<file path="config.mk">
export PLATFORM = sky130hd
export DESIGN_NAME = lsb_stego_embedder_unit_flat
export DESIGN_NICKNAME = d
export VERILOG_FILES = /design/src/lse_pkg.sv /design/src/lse_ifs.sv /design/src/lsb_stego_embedder_unit.sv /design/src/lse_cfg_regs.sv /design/src/lse_in_stage.sv /design/src/lse_core.sv /design/src/lse_out_stage.sv /design/src/flat_wrapper.sv
export SDC_FILE = /design/constraint.sdc
export NUM_CORES = 1
export LEC_CHECK = 0
export ABC_AREA = 0
export BUFFER_PORTS_ARGS = -buffer_cell sky130_fd_sc_hd__buf_2
export CORE_MARGIN = 8
export CORE_UTILIZATION = 30
export DETAILED_ROUTE_END_ITERATION = 10
export PLACE_DENSITY = 0.54
export SYNTH_ARGS = -nofsm -noshare
export SYNTH_HDL_FRONTEND = slang
export SYNTH_HIERARCHICAL = 1
export SYNTH_SLANG_ARGS = --single-unit
</file>
<file path="constraint.sdc">
create_clock -name clk -period 29.6 [get_ports clk]
set_input_delay 5.92 -clock clk [delete_from_list [all_inputs] [get_ports clk]]
set_output_delay 5.92 -clock clk [all_outputs]
set_load 0.02 [all_outputs]
</file>
<file path="src/lse_pkg.sv">
// Shared types and constants of the LSB steganography embedder.
`timescale 1ns / 1ps
`default_nettype none

package lse_pkg;

    // Fixed geometry of the frame.
    localparam int HEADER_BYTES = 54;
    localparam int MAGIC_CHARS  = 2;
    localparam int MAGIC_BITS   = MAGIC_CHARS * 8;

    // Position counter covers up to 2^32 - 1 secret bytes of eight bits.
    localparam int POS_W = 35;
    localparam logic [POS_W-1:0] POS_ONE = POS_W'(1);

    // Configuration port geometry.
    localparam int CFG_IDX_W  = 2;
    localparam int CFG_DATA_W = 56;

    // Configuration register indexes.
    typedef enum logic [CFG_IDX_W-1:0] {
        CFG_MAGIC_WORD  = 2'd0,
        CFG_EXT_LEN     = 2'd1,
        CFG_EXT_WORD    = 2'd2,
        CFG_SECRET_SIZE = 2'd3
    } cfg_idx_t;

    // Item kinds.
    localparam logic KIND_CARRIER = 1'b0;
    localparam logic KIND_SECRET  = 1'b1;

    // Status codes of a result beat.
    localparam logic [1:0] STATUS_OK      = 2'd0;
    localparam logic [1:0] STATUS_STARVED = 2'd1;
    localparam logic [1:0] STATUS_DROPPED = 2'd2;

    // Phase codes as they appear on the result channel.
    localparam logic [2:0] PHASE_CODE_HEADER = 3'd0;
    localparam logic [2:0] PHASE_CODE_MAGIC  = 3'd1;
    localparam logic [2:0] PHASE_CODE_EXTLEN = 3'd2;
    localparam logic [2:0] PHASE_CODE_EXT    = 3'd3;
    localparam logic [2:0] PHASE_CODE_SIZE   = 3'd4;
    localparam logic [2:0] PHASE_CODE_DATA   = 3'd5;
    localparam logic [2:0] PHASE_CODE_TAIL   = 3'd6;

    // Embedding phases, one-hot.
    typedef enum logic [6:0] {
        PH_HEADER = 7'b0000001,
        PH_MAGIC  = 7'b0000010,
        PH_EXTLEN = 7'b0000100,
        PH_EXT    = 7'b0001000,
        PH_SIZE   = 7'b0010000,
        PH_DATA   = 7'b0100000,
        PH_TAIL   = 7'b1000000
    } phase_t;

    // Configuration register contents.
    typedef struct packed {
        logic [15:0] magic_word;
        logic [2:0]  ext_len;
        logic [55:0] ext_word;
        logic [31:0] secret_size;
    } cfg_t;

    // Payload of one input beat.
    typedef struct packed {
        logic       kind;
        logic [7:0] carrier_byte;
        logic [7:0] secret_byte;
    } item_t;

    // Payload of one result beat.
    typedef struct packed {
        logic [7:0] out_byte;
        logic       byte_valid;
        logic [2:0] phase_now;
        logic [1:0] status;
        logic       payload_done;
    } result_t;

endpackage

`default_nettype wire

</file>
<file path="src/lse_ifs.sv">
// Valid/ready channel interfaces for input items and result beats.
`timescale 1ns / 1ps
`default_nettype none

interface lse_item_if;
    logic       valid;
    logic       ready;
    logic       kind;
    logic [7:0] carrier_byte;
    logic [7:0] secret_byte;

    modport source (output valid, output kind, output carrier_byte, output secret_byte,
                    input ready);
    modport sink   (input valid, input kind, input carrier_byte, input secret_byte,
                    output ready);
endinterface

interface lse_result_if;
    logic       valid;
    logic       ready;
    logic [7:0] out_byte;
    logic       byte_valid;
    logic [2:0] phase_now;
    logic [1:0] status;
    logic       payload_done;

    modport source (output valid, output out_byte, output byte_valid, output phase_now,
                    output status, output payload_done, input ready);
    modport sink   (input valid, input out_byte, input byte_valid, input phase_now,
                    input status, input payload_done, output ready);
endinterface

`default_nettype wire

</file>
<file path="src/lsb_stego_embedder_unit.sv">
// Top level of the LSB steganography embedder.
//
// Usage: carrier image bytes and secret byte loads arrive as beats on the
// item channel (kind 0 carrier, kind 1 secret load). Every item beat yields
// exactly one result beat on the result channel; carrier beats give the
// output image byte with byte_valid set, secret loads give byte_valid clear.
// The first 54 carrier bytes pass unchanged, then the frame (magic, extension
// length, extension, size, secret data) goes one bit per carrier byte into
// the LSB, after which carrier bytes pass unchanged again.
// Throughput is one item per clock while the result receiver keeps up; the
// phase update, holding register and bit insertion are one combinational pass
// between the input register and the result register. An accepted item moves
// from the input register into the result register, which offers it on the
// result channel; a result stall keeps it in the input register. When the
// result receiver stalls, the result register holds its beat and the input
// register absorbs one more item before item.ready drops. Reset empties both
// registers, returns to the header phase, empties the secret holding register
// and loads the configuration defaults. The configuration port must be written
// only while no item is in flight; the block itself does not enforce this.
`timescale 1ns / 1ps
`default_nettype none

module lsb_stego_embedder_unit (
    input  wire logic                           clk,
    input  wire logic                           rst_n,
    lse_item_if.sink                            item,
    lse_result_if.source                        result,
    input  wire logic                           cfg_we,
    input  wire logic [lse_pkg::CFG_IDX_W-1:0]  cfg_index,
    input  wire logic [lse_pkg::CFG_DATA_W-1:0] cfg_data
);
    import lse_pkg::*;

    cfg_t    cfg;
    item_t   held;
    result_t core_result;
    logic    pending;
    logic    space;
    logic    advance;

    // An item moves from the input register into the result register.
    assign advance = pending && space;

    lse_cfg_regs u_cfg (
        .clk       (clk),
        .rst_n     (rst_n),
        .cfg_we    (cfg_we),
        .cfg_index (cfg_index),
        .cfg_data  (cfg_data),
        .cfg       (cfg)
    );

    lse_in_stage u_in (
        .clk     (clk),
        .rst_n   (rst_n),
        .item    (item),
        .advance (advance),
        .pending (pending),
        .held    (held)
    );

    lse_core u_core (
        .clk    (clk),
        .rst_n  (rst_n),
        .step   (advance),
        .item   (held),
        .cfg    (cfg),
        .result (core_result)
    );

    lse_out_stage u_out (
        .clk    (clk),
        .rst_n  (rst_n),
        .load   (advance),
        .data   (core_result),
        .space  (space),
        .result (result)
    );

endmodule

`default_nettype wire

</file>
<file path="src/lse_cfg_regs.sv">
// Configuration registers of the embedder, written through a plain write port.
`timescale 1ns / 1ps
`default_nettype none

module lse_cfg_regs (
    input  wire logic                           clk,
    input  wire logic                           rst_n,
    input  wire logic                           cfg_we,
    input  wire logic [lse_pkg::CFG_IDX_W-1:0]  cfg_index,
    input  wire logic [lse_pkg::CFG_DATA_W-1:0] cfg_data,
    output lse_pkg::cfg_t                       cfg
);
    import lse_pkg::*;

    cfg_t cfg_reg;
    cfg_t cfg_next;

    // Decode the register index and replace the addressed field.
    always_comb
    begin
        cfg_next = cfg_reg;
        if (cfg_we)
        begin
            unique case (cfg_idx_t'(cfg_index))
                CFG_MAGIC_WORD:  cfg_next.magic_word  = cfg_data[15:0];
                CFG_EXT_LEN:     cfg_next.ext_len     = cfg_data[2:0];
                CFG_EXT_WORD:    cfg_next.ext_word    = cfg_data[55:0];
                CFG_SECRET_SIZE: cfg_next.secret_size = cfg_data[31:0];
                default:         cfg_next = cfg_reg;
            endcase
        end
    end

    // Registers reset to their documented defaults; the extension length starts at four.
    always_ff @(posedge clk or negedge rst_n)
    begin
        if (!rst_n)
        begin
            cfg_reg.magic_word  <= '0;
            cfg_reg.ext_len     <= 3'd4;
            cfg_reg.ext_word    <= '0;
            cfg_reg.secret_size <= '0;
        end
        else
        begin
            cfg_reg <= cfg_next;
        end
    end

    assign cfg = cfg_reg;

endmodule

`default_nettype wire

</file>
<file path="src/lse_in_stage.sv">
// Input register of the embedder: captures one item beat per cycle while it is empty or being drained.
`timescale 1ns / 1ps
`default_nettype none

module lse_in_stage (
    input  wire logic     clk,
    input  wire logic     rst_n,
    lse_item_if.sink      item,
    input  wire logic     advance,
    output logic          pending,
    output lse_pkg::item_t held
);
    import lse_pkg::*;

    logic  valid_reg;
    logic  valid_next;
    item_t item_reg;
    logic  accept;

    // The register takes a new beat whenever it is empty or being drained.
    assign item.ready = !valid_reg || advance;
    assign accept     = item.valid && item.ready;

    always_comb
    begin
        valid_next = valid_reg;
        if (item.ready)
        begin
            valid_next = item.valid;
        end
    end

    always_ff @(posedge clk or negedge rst_n)
    begin
        if (!rst_n)
        begin
            valid_reg <= 1'b0;
        end
        else
        begin
            valid_reg <= valid_next;
        end
    end

    // Payload holds no reset.
    always_ff @(posedge clk)
    begin
        if (accept)
        begin
            item_reg <= '{kind: item.kind, carrier_byte: item.carrier_byte,
                          secret_byte: item.secret_byte};
        end
    end

    assign pending = valid_reg;
    assign held    = item_reg;

endmodule

`default_nettype wire

</file>
<file path="src/lse_core.sv">
// Embedding datapath: phase tracking, secret holding register and bit insertion.
`timescale 1ns / 1ps
`default_nettype none

module lse_core (
    input  wire logic           clk,
    input  wire logic           rst_n,
    input  wire logic           step,
    input  wire lse_pkg::item_t item,
    input  wire lse_pkg::cfg_t  cfg,
    output lse_pkg::result_t    result
);
    import lse_pkg::*;

    // A chain of skips never passes more than two phases, plus one for the step itself.
    localparam int SETTLE_PASSES = 3;

    typedef struct packed {
        phase_t           phase;
        logic [POS_W-1:0] pos;
    } pstate_t;

    // Length of a phase in carrier bytes.
    function automatic logic [POS_W-1:0] phase_len(input phase_t p, input cfg_t c);
        logic [POS_W-1:0] len;
        len = '0;
        unique case (p)
            PH_HEADER: len = POS_W'(HEADER_BYTES);
            PH_MAGIC:  len = POS_W'(MAGIC_BITS);
            PH_EXTLEN: len = POS_W'(32);
            PH_EXT:    len = POS_W'({c.ext_len, 3'b000});
            PH_SIZE:   len = POS_W'(32);
            PH_DATA:   len = {c.secret_size, 3'b000};
            PH_TAIL:   len = '0;
            default:   len = '0;
        endcase
        return len;
    endfunction

    function automatic phase_t phase_succ(input phase_t p);
        phase_t n;
        n = PH_TAIL;
        unique case (p)
            PH_HEADER: n = PH_MAGIC;
            PH_MAGIC:  n = PH_EXTLEN;
            PH_EXTLEN: n = PH_EXT;
            PH_EXT:    n = PH_SIZE;
            PH_SIZE:   n = PH_DATA;
            default:   n = PH_TAIL;
        endcase
        return n;
    endfunction

    function automatic logic [2:0] phase_code(input phase_t p);
        logic [2:0] code;
        code = PHASE_CODE_TAIL;
        unique case (p)
            PH_HEADER: code = PHASE_CODE_HEADER;
            PH_MAGIC:  code = PHASE_CODE_MAGIC;
            PH_EXTLEN: code = PHASE_CODE_EXTLEN;
            PH_EXT:    code = PHASE_CODE_EXT;
            PH_SIZE:   code = PHASE_CODE_SIZE;
            PH_DATA:   code = PHASE_CODE_DATA;
            default:   code = PHASE_CODE_TAIL;
        endcase
        return code;
    endfunction

    // Move past every phase whose length is already used up, including empty ones.
    function automatic pstate_t settle(input pstate_t s, input cfg_t c);
        pstate_t r;
        r = s;
        for (int i = 0; i < SETTLE_PASSES; i++)
        begin
            if (r.phase != PH_TAIL && r.pos >= phase_len(r.phase, c))
            begin
                r.phase = phase_succ(r.phase);
                r.pos   = '0;
            end
        end
        return r;
    endfunction

    // Frame bit of the header words, MSB first; pos is below the phase length.
    function automatic logic frame_bit(input phase_t p, input logic [POS_W-1:0] pos,
                                       input cfg_t c);
        logic       b;
        logic [3:0] magic_idx;
        logic [4:0] word_idx;
        logic [5:0] ext_idx;
        b         = 1'b0;
        magic_idx = 4'(MAGIC_BITS - 1) - pos[3:0];
        word_idx  = ~pos[4:0];
        ext_idx   = {c.ext_len, 3'b000} - 6'd1 - pos[5:0];
        unique case (p)
            PH_MAGIC:  b = c.magic_word[magic_idx];
            PH_EXTLEN: b = (word_idx < 5'd3) ? c.ext_len[word_idx[1:0]] : 1'b0;
            PH_EXT:    b = c.ext_word[ext_idx];
            PH_SIZE:   b = c.secret_size[word_idx];
            default:   b = 1'b0;
        endcase
        return b;
    endfunction

    phase_t           phase_reg, phase_next;
    logic [POS_W-1:0] pos_reg, pos_next;
    logic [7:0]       hold_byte_reg, hold_byte_next;
    logic             hold_full_reg, hold_full_next;

    pstate_t          start_st;
    pstate_t          end_st;
    logic [POS_W-1:0] pos_step;
    logic [POS_W-1:0] pos_inc;
    logic [7:0]       ob;
    logic             ob_valid;
    logic [1:0]       stat;

    // Handle one item against the state as settled at the start of the step.
    always_comb
    begin
        start_st       = settle('{phase: phase_reg, pos: pos_reg}, cfg);
        pos_inc        = start_st.pos + POS_ONE;
        pos_step       = start_st.pos;
        hold_byte_next = hold_byte_reg;
        hold_full_next = hold_full_reg;
        ob             = 8'd0;
        ob_valid       = 1'b0;
        stat           = STATUS_OK;

        if (item.kind == KIND_SECRET)
        begin
            // Secret load: taken only into an empty holding register.
            if (hold_full_reg)
            begin
                stat = STATUS_DROPPED;
            end
            else
            begin
                hold_byte_next = item.secret_byte;
                hold_full_next = 1'b1;
            end
        end
        else
        begin
            ob_valid = 1'b1;
            unique case (start_st.phase)
                PH_HEADER:
                begin
                    ob       = item.carrier_byte;
                    pos_step = pos_inc;
                end
                PH_TAIL:
                begin
                    ob = item.carrier_byte;
                end
                PH_DATA:
                begin
                    if (!hold_full_reg)
                    begin
                        ob   = item.carrier_byte;
                        stat = STATUS_STARVED;
                    end
                    else
                    begin
                        ob       = {item.carrier_byte[7:1], hold_byte_reg[~start_st.pos[2:0]]};
                        pos_step = pos_inc;
                        // The held byte is released after its last bit.
                        if (pos_inc[2:0] == 3'd0)
                        begin
                            hold_full_next = 1'b0;
                        end
                    end
                end
                default:
                begin
                    ob       = {item.carrier_byte[7:1],
                                frame_bit(start_st.phase, start_st.pos, cfg)};
                    pos_step = pos_inc;
                end
            endcase
        end

        end_st = settle('{phase: start_st.phase, pos: pos_step}, cfg);

        phase_next = phase_reg;
        pos_next   = pos_reg;
        if (step)
        begin
            phase_next = end_st.phase;
            pos_next   = end_st.pos;
        end
        else
        begin
            hold_byte_next = hold_byte_reg;
            hold_full_next = hold_full_reg;
        end
    end

    // Result of the step in progress, registered by the output stage.
    assign result = '{out_byte: ob, byte_valid: ob_valid, phase_now: phase_code(start_st.phase),
                      status: stat, payload_done: (end_st.phase == PH_TAIL)};

    always_ff @(posedge clk or negedge rst_n)
    begin
        if (!rst_n)
        begin
            phase_reg     <= PH_HEADER;
            pos_reg       <= '0;
            hold_byte_reg <= 8'd0;
            hold_full_reg <= 1'b0;
        end
        else
        begin
            phase_reg     <= phase_next;
            pos_reg       <= pos_next;
            hold_byte_reg <= hold_byte_next;
            hold_full_reg <= hold_full_next;
        end
    end

endmodule

`default_nettype wire

</file>
<file path="src/lse_out_stage.sv">
// Result register of the embedder, drained by the result channel.
`timescale 1ns / 1ps
`default_nettype none

module lse_out_stage (
    input  wire logic             clk,
    input  wire logic             rst_n,
    input  wire logic             load,
    input  wire lse_pkg::result_t data,
    output logic                  space,
    lse_result_if.source          result
);
    import lse_pkg::*;

    logic    valid_reg;
    logic    valid_next;
    result_t data_reg;

    // The register can take a beat when empty or when its beat leaves this cycle.
    assign space = !valid_reg || result.ready;

    always_comb
    begin
        valid_next = valid_reg;
        if (load)
        begin
            valid_next = 1'b1;
        end
        else if (result.ready)
        begin
            valid_next = 1'b0;
        end
    end

    always_ff @(posedge clk or negedge rst_n)
    begin
        if (!rst_n)
        begin
            valid_reg <= 1'b0;
        end
        else
        begin
            valid_reg <= valid_next;
        end
    end

    always_ff @(posedge clk)
    begin
        if (load)
        begin
            data_reg <= data;
        end
    end

    assign result.valid        = valid_reg;
    assign result.out_byte     = data_reg.out_byte;
    assign result.byte_valid   = data_reg.byte_valid;
    assign result.phase_now    = data_reg.phase_now;
    assign result.status       = data_reg.status;
    assign result.payload_done = data_reg.payload_done;

endmodule

`default_nettype wire

</file>
<file path="src/flat_wrapper.sv">
// flat-port wrapper written by rule: the top's interface ports become plain ports
module lsb_stego_embedder_unit_flat import lse_pkg::*;
  (clk, rst_n, cfg_we, cfg_index, cfg_data, item_valid, item_kind, item_carrier_byte, item_secret_byte, item_ready, result_valid, result_out_byte, result_byte_valid, result_phase_now, result_status, result_payload_done, result_ready);
  lse_item_if item_i ();
  lse_result_if result_i ();
  input  wire logic clk;
  input  wire logic rst_n;
  input  wire logic cfg_we;
  input  wire logic [lse_pkg::CFG_IDX_W-1:0] cfg_index;
  input  wire logic [lse_pkg::CFG_DATA_W-1:0] cfg_data;
  input wire logic [$bits(item_i.valid)-1:0] item_valid;
  input wire logic [$bits(item_i.kind)-1:0] item_kind;
  input wire logic [$bits(item_i.carrier_byte)-1:0] item_carrier_byte;
  input wire logic [$bits(item_i.secret_byte)-1:0] item_secret_byte;
  output wire logic [$bits(item_i.ready)-1:0] item_ready;
  output wire logic [$bits(result_i.valid)-1:0] result_valid;
  output wire logic [$bits(result_i.out_byte)-1:0] result_out_byte;
  output wire logic [$bits(result_i.byte_valid)-1:0] result_byte_valid;
  output wire logic [$bits(result_i.phase_now)-1:0] result_phase_now;
  output wire logic [$bits(result_i.status)-1:0] result_status;
  output wire logic [$bits(result_i.payload_done)-1:0] result_payload_done;
  input wire logic [$bits(result_i.ready)-1:0] result_ready;
  assign item_i.valid = item_valid;
  assign item_i.kind = item_kind;
  assign item_i.carrier_byte = item_carrier_byte;
  assign item_i.secret_byte = item_secret_byte;
  assign item_ready = item_i.ready;
  assign result_valid = result_i.valid;
  assign result_out_byte = result_i.out_byte;
  assign result_byte_valid = result_i.byte_valid;
  assign result_phase_now = result_i.phase_now;
  assign result_status = result_i.status;
  assign result_payload_done = result_i.payload_done;
  assign result_i.ready = result_ready;
  lsb_stego_embedder_unit u_core (.clk(clk), .rst_n(rst_n), .item(item_i), .result(result_i), .cfg_we(cfg_we), .cfg_index(cfg_index), .cfg_data(cfg_data));
endmodule
</file>
# After elaboration in Yosys (flattened, before gate mapping)
# Index checks and enable logic that the tools add are counted.
# Widths: inputs -> output; s select.
# op_classes
addsub,4
magnitude_cmp,12
n_eq_ne,47
n_mux,47
bitwise_logic,3
n_reduce_logical,29
# ops
operator,n
$pmux 35 s5,6
$mux 42,6
$ge 35x35->1,6
$pmux 7 s5,6
$mux 35,2
$pmux 35 s2,1
$eq 7x1->1 const B,6
$eq 7x2->1 const B,6
$eq 7x3->1 const B,6
$eq 7x4->1 const B,6
$eq 7x5->1 const B,6
$eq 7x6->1 const B,6
$ne 7x7->1 const B,6
$add 35x1->35 const B,1
$pmux 3 s6,1
$mux 1,16
$eq 7x7->1 const B,2
$reduce_or 2->1,7
$reduce_and 2->1,5
$logic_and 1x1->1,8
$lt 6x7->1 const B,1
$bmux 1 s6,1
$lt 5x6->1 const B,1
$sub 6x1->6 const B,1
24 further kinds,29
# totals
reg_bits,192
output_inout_bits,17

# Longest topological paths before layout
# Gate-level depths: netlist of run 1.
# logic_depth
word_depth,38
mapped_depth,114
depth_no_buf,102

# Hierarchy
# Netlist of run 1, hierarchy kept.
# modules_own_cells
module,n_inst,cells_per_inst,area_per_inst_um2,seq_area_each_um2
lse_core,1,1821,12847.3,1277.5
lse_cfg_regs,1,228,4152.7,2678.8
lse_in_stage,1,21,564.3,535.5
lse_out_stage,1,18,498.0,475.5
lsb_stego_embedder_unit,1,1,6.3,0.0

# Least setup slack after synthesis of run 1
# No wires, ideal clock.
# synth_path
path_type,register to register
startpoint,register u_core.u_core.phase_reg[0]
endpoint,"register u_core.u_out.data_reg, in the netlist u_core/u_out/result.payload_done (data pin)"
setup_time_ns,0.170
arrival_time_ns,20.726
required_time_ns,29.430
setup_slack_ns,8.705
path_stages_with_launch,104
synth_period_minus_slack_ns,20.895
cell_sequence,dfstp_2 clkbuf_1 nor3_1 nand2_1 nor3b_1 clkbuf_1 nand2_1 ha_1 a21oi_1 a311oi_1 a211oi_1 o221ai_2 o21ai_1 clkbuf_1 clkbuf_1 clkbuf_1 clkbuf_1 and2_1 [... 68 more ...] o21a_1 o21a_1 o21ai_0 nand2b_1 a21oi_1 nor2_1 a211oi_1 o21ai_0 a21o_1 a21oi_1 nor2_1 nor4_1 a21oi_1 clkbuf_1 and2_1 a41oi_1 o221ai_1 nor4_2
# synth_rtl
item,line,text
from (decl),lse_core.sv:105,"phase_t phase_reg, phase_next;"
from (signal assigned),lse_core.sv:214,phase_reg <= phase_next;
to (signal assigned),lse_out_stage.sv:51,data_reg <= data;
to (decl),lse_out_stage.sv:17,result_t data_reg;

# Worst setup path after layout of run 1
# layout_path
startpoint,register u_core.u_core.phase_reg[5]
endpoint,register u_core.u_core.pos_reg[26]
# layout_between
elab_chain_len,37
elab_cells_between_ends,82
classes_between,add/sub: 1; order compare: 6; eq/ne: 43; mux: 20; reduce/logical: 12
# layout_rtl
item,line,text
$eq 7x5->1 / $eq 7x3->1 (equally long branches),"lse_core.sv:27, lse_core.sv:43",
$reduce_or 2->1 (no line),n/a,
$pmux 35 s5,lse_core.sv:27,unique case (p)
$ge 35x35->1,lse_core.sv:75,"if (r.phase != PH_TAIL && r.pos >= phase_len(r.phase, c))"
$logic_and 1x1->1,lse_core.sv:75,
$mux 42 *,lse_core.sv:75,
$eq 7x5->1 / $eq 7x3->1 (equally long branches),"lse_core.sv:27, lse_core.sv:43",
$reduce_or 2->1 (no line),n/a,
[... 21 more ...],n/a,
$logic_and 1x1->1,lse_core.sv:75,
$mux 42 *,lse_core.sv:75,
$eq 7x5->1 / $eq 7x3->1 (equally long branches),lse_core.sv:27,
$reduce_or 2->1 (no line),n/a,
$pmux 35 s5,lse_core.sv:27,
$ge 35x35->1,lse_core.sv:75,
$logic_and 1x1->1,lse_core.sv:75,
$mux 42 *,lse_core.sv:75,
to (signal assigned),lse_core.sv:215,pos_reg <= pos_next;
to (decl),lse_core.sv:106,"logic [POS_W-1:0] pos_reg, pos_next;"
# Mark *: on every way between the ends. The rest lies on a longest branch, timed or not.
# A chain may end at the register's enable or synchronous reset.

==> flow_metrics.tcl, run 1 <==
set metrics [dict create \
    fin_skew_ps 14.88 \
    cts_buffer_depth 2 \
    via_count 16760 \
    synth_edf_count 32 \
    hpwl_um 50780 \
    root_buffer "clkbuf_16" \
    layout.area.seq_um2 4967 \
    synth-xor-area-share 0.01600 \
    place.gp.congestion 0.9547 \
    multi_input_area_um2 12370 \
    via_per_inst 5.717 \
    end_kind "register" \
    tightest_slew_ps 1161 \
    place_area_um2 19290 \
    required_ps 29970 \
    final_area_um2 19860 \
    drv_cap 0 \
    cp_common_cell "a21oi_1" \
    ys_seq_area_frac 0.2749 \
    drt_first_iter_violations 1658 \
    grt_start_max_net_pins 102 \
    synth_adder_area_share 0.1444 \
    placeableCoreArea_um2 59910 \
    drt_first_pass_iters 5 \
    timing.final.crit_share 0.8567 \
    final.min_clock_period_ps 25360 \
    ys_seq_elements 192 \
    arrival_ps 25730 \
    largest_reg_flops 107 \
    diodes 0 \
    nFillCells 6309 \
    worstSetupStartpointType "register" \
    synthCells 2089 \
    rr_endpoint "u_core/u_core/pos_reg[26]" \
    holdCritPathClass "reg -> reg" \
    yosys_most_used_dff "dfrtp_1" \
    syn2layout_area_growth_pct 9.923 \
    cts.repair.resized 0 \
    port_buffers 96 \
    grt_use_total 0.1875 \
    grt_pass1_vias 16560 \
    synth.area.mux_share 0.1083 \
    slowest_delay_ps 870 \
    drv_slew 0 \
    drc 0 \
    reg2reg_depth 100 \
    cts_buffers 17 \
    synthDistinctLibCells 97 \
    r2r_slack_ps 4240 \
    clkSinkCount 192 \
    hold_violations 0 \
    min-delay-start "u_core/u_in/held[5]" \
    synth-compound-area-share 0.1852 \
    clk_latency_ps 460 \
    synth_fp_nets 2377 \
    path_max_fanout 48 \
    drtAntennaViolNets 0 \
    nets 2424 \
    setup_viol 0 \
    htree_levels 4 \
    antenna_found_initial 1 \
    clk_pin_slew_ps 80 \
    fp.dieH_um 261.4 \
    fp.dieW_um 261.4 \
    syn-cell-area_um2 18070 \
    grt_pass1_wl_um 99740 \
    die-area_um2 68340 \
    relSlewSlack 0.2138 \
    tns_ps 0 \
    crit_slowest_cell "or3_2" \
    fmax_ghz 0.03943 \
    holdPathStages 1 \
    wl_um 65270 \
    synth_top_family_by_area "simple AND/OR/NAND/NOR gates" \
    layout-drive-gt1-share 0.1796 \
    synthArstFlopShare 0.8333 \
    initial_core_util 0.3016 \
    synth_simple_gate_area_frac 0.2281 \
    rsz0062_at_grt "no" \
    wl_per_cell_um 22.27 \
    min_to "u_core/u_core/hold_byte_reg[5]" \
    postCtsHoldBufs 0 \
    yosysWarnings 6 \
    ios 97 \
    cts_tree "built" \
    cp_top_family "compound AO/OA/AOI/OAI gates" \
    rows 90 \
    grt_overflow_total 0 \
    status "completed" \
    worstSetupPathType "reg -> reg" \
    reg2reg_from "u_core/u_core/phase_reg[5]" \
    cts_setup_buffers 0 \
    critPathBufInv 7 \
    syn_area_per_cell_um2 8.649 \
]
==> final cells by class <==
type | instances | area share
multi-input cells | 1724 | 0.6226
flip-flops and latches | 192 | 0.2501
well taps | 782 | 0.04926
repair buffers | 123 | 0.03471
clock buffers | 18 | 0.02211
inverters | 78 | 0.01474
clock inverters | 14 | 0.006489
==> cells in the mapped netlist (all sizes together) (7+ instances only) <==
cell	number	area, um^2
dfrtp	158	3954
a211oi	24	195.2
nand3	56	290.3
o21a	14	106.4
a221oi	18	157.7
or3	15	93.84
xor2	13	113.9
o21ai	93	465.4
a21o	40	300.3
edfxtp	32	960.9
o22ai	8	68.82
buf	41	281.5
and3	14	92.59
a21oi	101	528.0
mux2i	35	350.3
nand4	44	275.3
and2	43	271.5
o31ai	7	52.55
mux2	127	1584
nor2b	27	168.9
nand2b	24	167.7
or2	13	83.84
o2bb2ai	34	473.0
nor4	16	112.6
clkbuf	54	202.7
nor3	54	285.3
xnor2	20	175.2
a22oi	22	165.2
ha	207	2590
a31oi	15	93.84
o211ai	8	60.06
nand2	344	1294
nor2	192	728.2
inv	77	289.0
==> cells in the final DEF, fill, tap and decap left out, drive strengths merged, types with 35 or more instances in the layout <==
| cell | netlist | final |
|---|---|---|
| nand2 | 344 | 344 |
| ha | 207 | 207 |
| nor2 | 192 | 192 |
| dfrtp | 158 | 158 |
| mux2 | 127 | 127 |
| buf | 41 | 123 |
| a21oi | 101 | 101 |
| o21ai | 93 | 93 |
| inv | 77 | 83 |
| nand3 | 56 | 56 |
| nor3 | 54 | 54 |
| nand4 | 44 | 44 |
| and2 | 43 | 43 |
| a21o | 40 | 40 |
| mux2i | 35 | 35 |
==> routing by layer <==
metal | vias to the layer above | global-route usage | wire (um)
li1 | 7705 | - | -
met1 | 8256 | 0.2633 | 30060
met2 | 708 | 0.2965 | 29090
met3 | 86 | 0.02639 | 4565
met4 | 2 | 0.05498 | 1538
met5 | - | 0 | 12
==> stage by stage <==
| stage | setup slack, ps | hold slack, ps | std cells | util |
|---|---|---|---|---|
| after global routing | 2258 | 492.7 | 2931 | 0.3315 |
| after global placement | 4948 | 462.5 | 2899 | 0.3221 |
| after floorplan | 8705 | 455.5 | 2089 | - |
| after detailed placement | 4706 | 466.6 | 2899 | 0.3221 |
| after CTS | 4617 | 483.3 | 2931 | 0.3315 |
| final | 4241 | 479.0 | 2931 | 0.3315 |
==> kinds of logic after synthesis <==
group	Yosys count
AO/OA/AOI/OAI	452
XOR/XNOR	33
adder cells (fa/ha/maj)	208
buffers and inverters	173
flip-flops	192
multiplexers	163
AND/OR/NAND/NOR	868
==> how the worst max path moves through the flow <==
stage / end / slack, ps / from / depth (start not counted)
4_1_cts: u_core/u_core/pos_reg[24] / 4620 / u_core/u_core/phase_reg[5] / 100
3_3_place_gp: u_core/u_core/pos_reg[22] / 4950 / u_core/u_core/phase_reg[5] / 102
3_5_place_dp: u_core/u_core/pos_reg[24] / 4710 / u_core/u_core/phase_reg[5] / 101
2_1_floorplan: u_core/u_out/result.payload_done / 8700 / u_core/u_core/phase_reg[0] / 103
5_1_grt: u_core/u_core/pos_reg[23] / 2260 / u_core/u_core/phase_reg[5] / 102
6_report: u_core/u_core/pos_reg[26] / 4240 / u_core/u_core/phase_reg[5] / 100
Power of run 1 is not shown: default switching activity piles up to over one toggle a cycle in this logic, so the estimate is an artifact.
==> run 2: changes to the inputs <==
--- a/config.mk
+++ b/config.mk
@@ -11,6 +11,7 @@
 export CORE_UTILIZATION = 30
 export DETAILED_ROUTE_END_ITERATION = 10
 export PLACE_DENSITY = 0.54
+export REMOVE_ABC_BUFFERS = 1
 export SYNTH_ARGS = -nofsm -noshare
 export SYNTH_HDL_FRONTEND = slang
 export SYNTH_HIERARCHICAL = 1
==> run 2 against run 1 <==
Cell count grew 0.20%. Global-route usage is essentially flat. Cell area grew 0.18%. Critical path depth is the same.
==> flow_metrics.tcl, run 2 (synthesis results as in run 1) <==
set metrics [dict create \
    crit_slowest_cell "or3_2" \
    drt_first_pass_iters 7 \
    setup_slack_ps 4181 \
    grt_use_total 0.1874 \
    cts.repair.resized 0 \
    postCtsHoldBufs 0 \
    placeableCoreArea_um2 59910 \
    final_cell_mix "nand2_1, ha_1, nor2_1, dfrtp_1, buf_2" \
    die-area_um2 68340 \
    nFillCells 6278 \
    timing.final.crit_share 0.8588 \
    drtAntennaViolNets 0 \
    via_per_inst 5.652 \
    fin_skew_ps 12.02 \
    pre_cts_ws_ps 4623 \
    hpwl_um 50700 \
    grt_start_max_net_pins 92 \
    ios 97 \
    fp.dieW_um 261.4 \
    path_max_fanout 48 \
    wl_um 65050 \
    layout_commonest_cell "nand2_1" \
    cts_buffer_depth 2 \
    worstSetupPathType "reg -> reg" \
    clk_pin_slew_ps 70 \
    root_buffer "clkbuf_16" \
    final.min_clock_period_ps 25420 \
    cts_buffers 17 \
    antenna_found_initial 0 \
    tns_ps 0 \
    holdCritPathClass "reg -> reg" \
    rows 90 \
    drc 0 \
    drv_slew 0 \
    largest_reg_flops 107 \
    hold_violations 0 \
    drt_first_iter_violations 1358 \
    initial_core_util 0.3016 \
    arrival_ps 25780 \
    multi_input_area_um2 12370 \
    cts_setup_buffers 0 \
    clkSinkCount 192 \
    layout.area.seq_um2 4967 \
    layout-drive-gt1-share 0.1815 \
    wl_per_cell_um 22.15 \
    cts_tree "built" \
    grt_pass1_vias 16230 \
    slowest_delay_ps 870 \
    relSlewSlack 0.1174 \
    grt_pass1_wl_um 98980 \
    nets 2429 \
    fmax_ghz 0.03934 \
    syn2layout_area_growth_pct 10.12 \
    clk_latency_ps 460 \
    drv_cap 0 \
    place.gp.congestion 0.9596 \
    setup_viol 0 \
    tightest_slew_ps 1324 \
    cp_common_cell "o21ai_0" \
    grt_overflow_total 0 \
    required_ps 29960 \
    via_count 16600 \
    fp.dieH_um 261.4 \
    end_kind "register" \
    port_buffers 96 \
    status "completed" \
    htree_levels 4 \
    rsz0062_at_grt "no" \
    worstSetupStartpointType "register" \
]
==> run 2: cell types whose count changed in the layout (fill, tap and decap cells not counted) <==
| cell | before | now |
|---|---|---|
| a21oi_1 | 95 | 94 |
| buf_4 | 27 | 32 |
| a21oi_2 | 6 | 7 |
| clkinv_4 | 3 | 4 |
| diode_2 | 0 | 1 |
| clkbuf_8 | 1 | 0 |
| clkinv_1 | 1 | 2 |
| inv_4 | 2 | 1 |
==> run 2: path summary, 6_finish.rpt <==
path | startpoint | to | slack [ps] | depth (start not counted)
max | u_core/u_core/phase_reg[4] | u_core/u_core/pos_reg[25] | 4180 | 100
min | u_core/u_in/held[4] | u_core/u_core/hold_byte_reg[4] | 500 | 1
max reg2reg | u_core/u_core/phase_reg[4] | u_core/u_core/pos_reg[25] | 4180 | 100
min reg2reg | u_core/u_in/held[4] | u_core/u_core/hold_byte_reg[4] | 500 | 1
max in group asynchronous | rst_n | u_core/u_core/hold_full_reg | 22610 | 2
min in group asynchronous | rst_n | u_core/u_cfg/cfg[59] | 5540 | 1
==> run 2: final cells by class <==
cell class,count,area share
tap,782,0.04917
clock buffer,17,0.02138
timing repair buffer,128,0.03653
inverter,78,0.01471
antenna,1,0.0001258
sequential,192,0.2496
multi-input combinational,1724,0.6216
clock inverter,15,0.006791
==> run 2: worst max-delay path: cells and delay by family, from the launching register on <==
kind | cells | cell delay [ps]
AO/OA/AOI/OAI | 50 | 12240
XOR/XNOR | 1 | 620
adder cells (fa/ha/maj) | 6 | 1940
buffers and inverters | 7 | 1950
flip-flops | 1 | 530
AND/OR/NAND/NOR | 36 | 7920
==> run 2: routing by layer <==
| metal | up-vias | part of all wire | global-route usage |
|---|---|---|---|
| met5 | - | 0 | 0 |
| met4 | 0 | 0.023 | 0.05684 |
| met3 | 78 | 0.064 | 0.02505 |
| met2 | 610 | 0.45 | 0.2939 |
| met1 | 8208 | 0.47 | 0.2652 |
| li1 | 7703 | - | - |
==> run 2: stage by stage <==
stage,hold slack [ps],utilization,cells,area (um^2)
floorplan,455.5,-,1994,17580
global placement,485.7,0.3227,2904,19330
detailed placement,484.1,0.3227,2904,19330
CTS,502.8,0.3321,2936,19900
global route,513.5,0.3321,2936,19900
finish,496.5,0.3321,2937,19900
Power of run 2 is left out for the same reason.
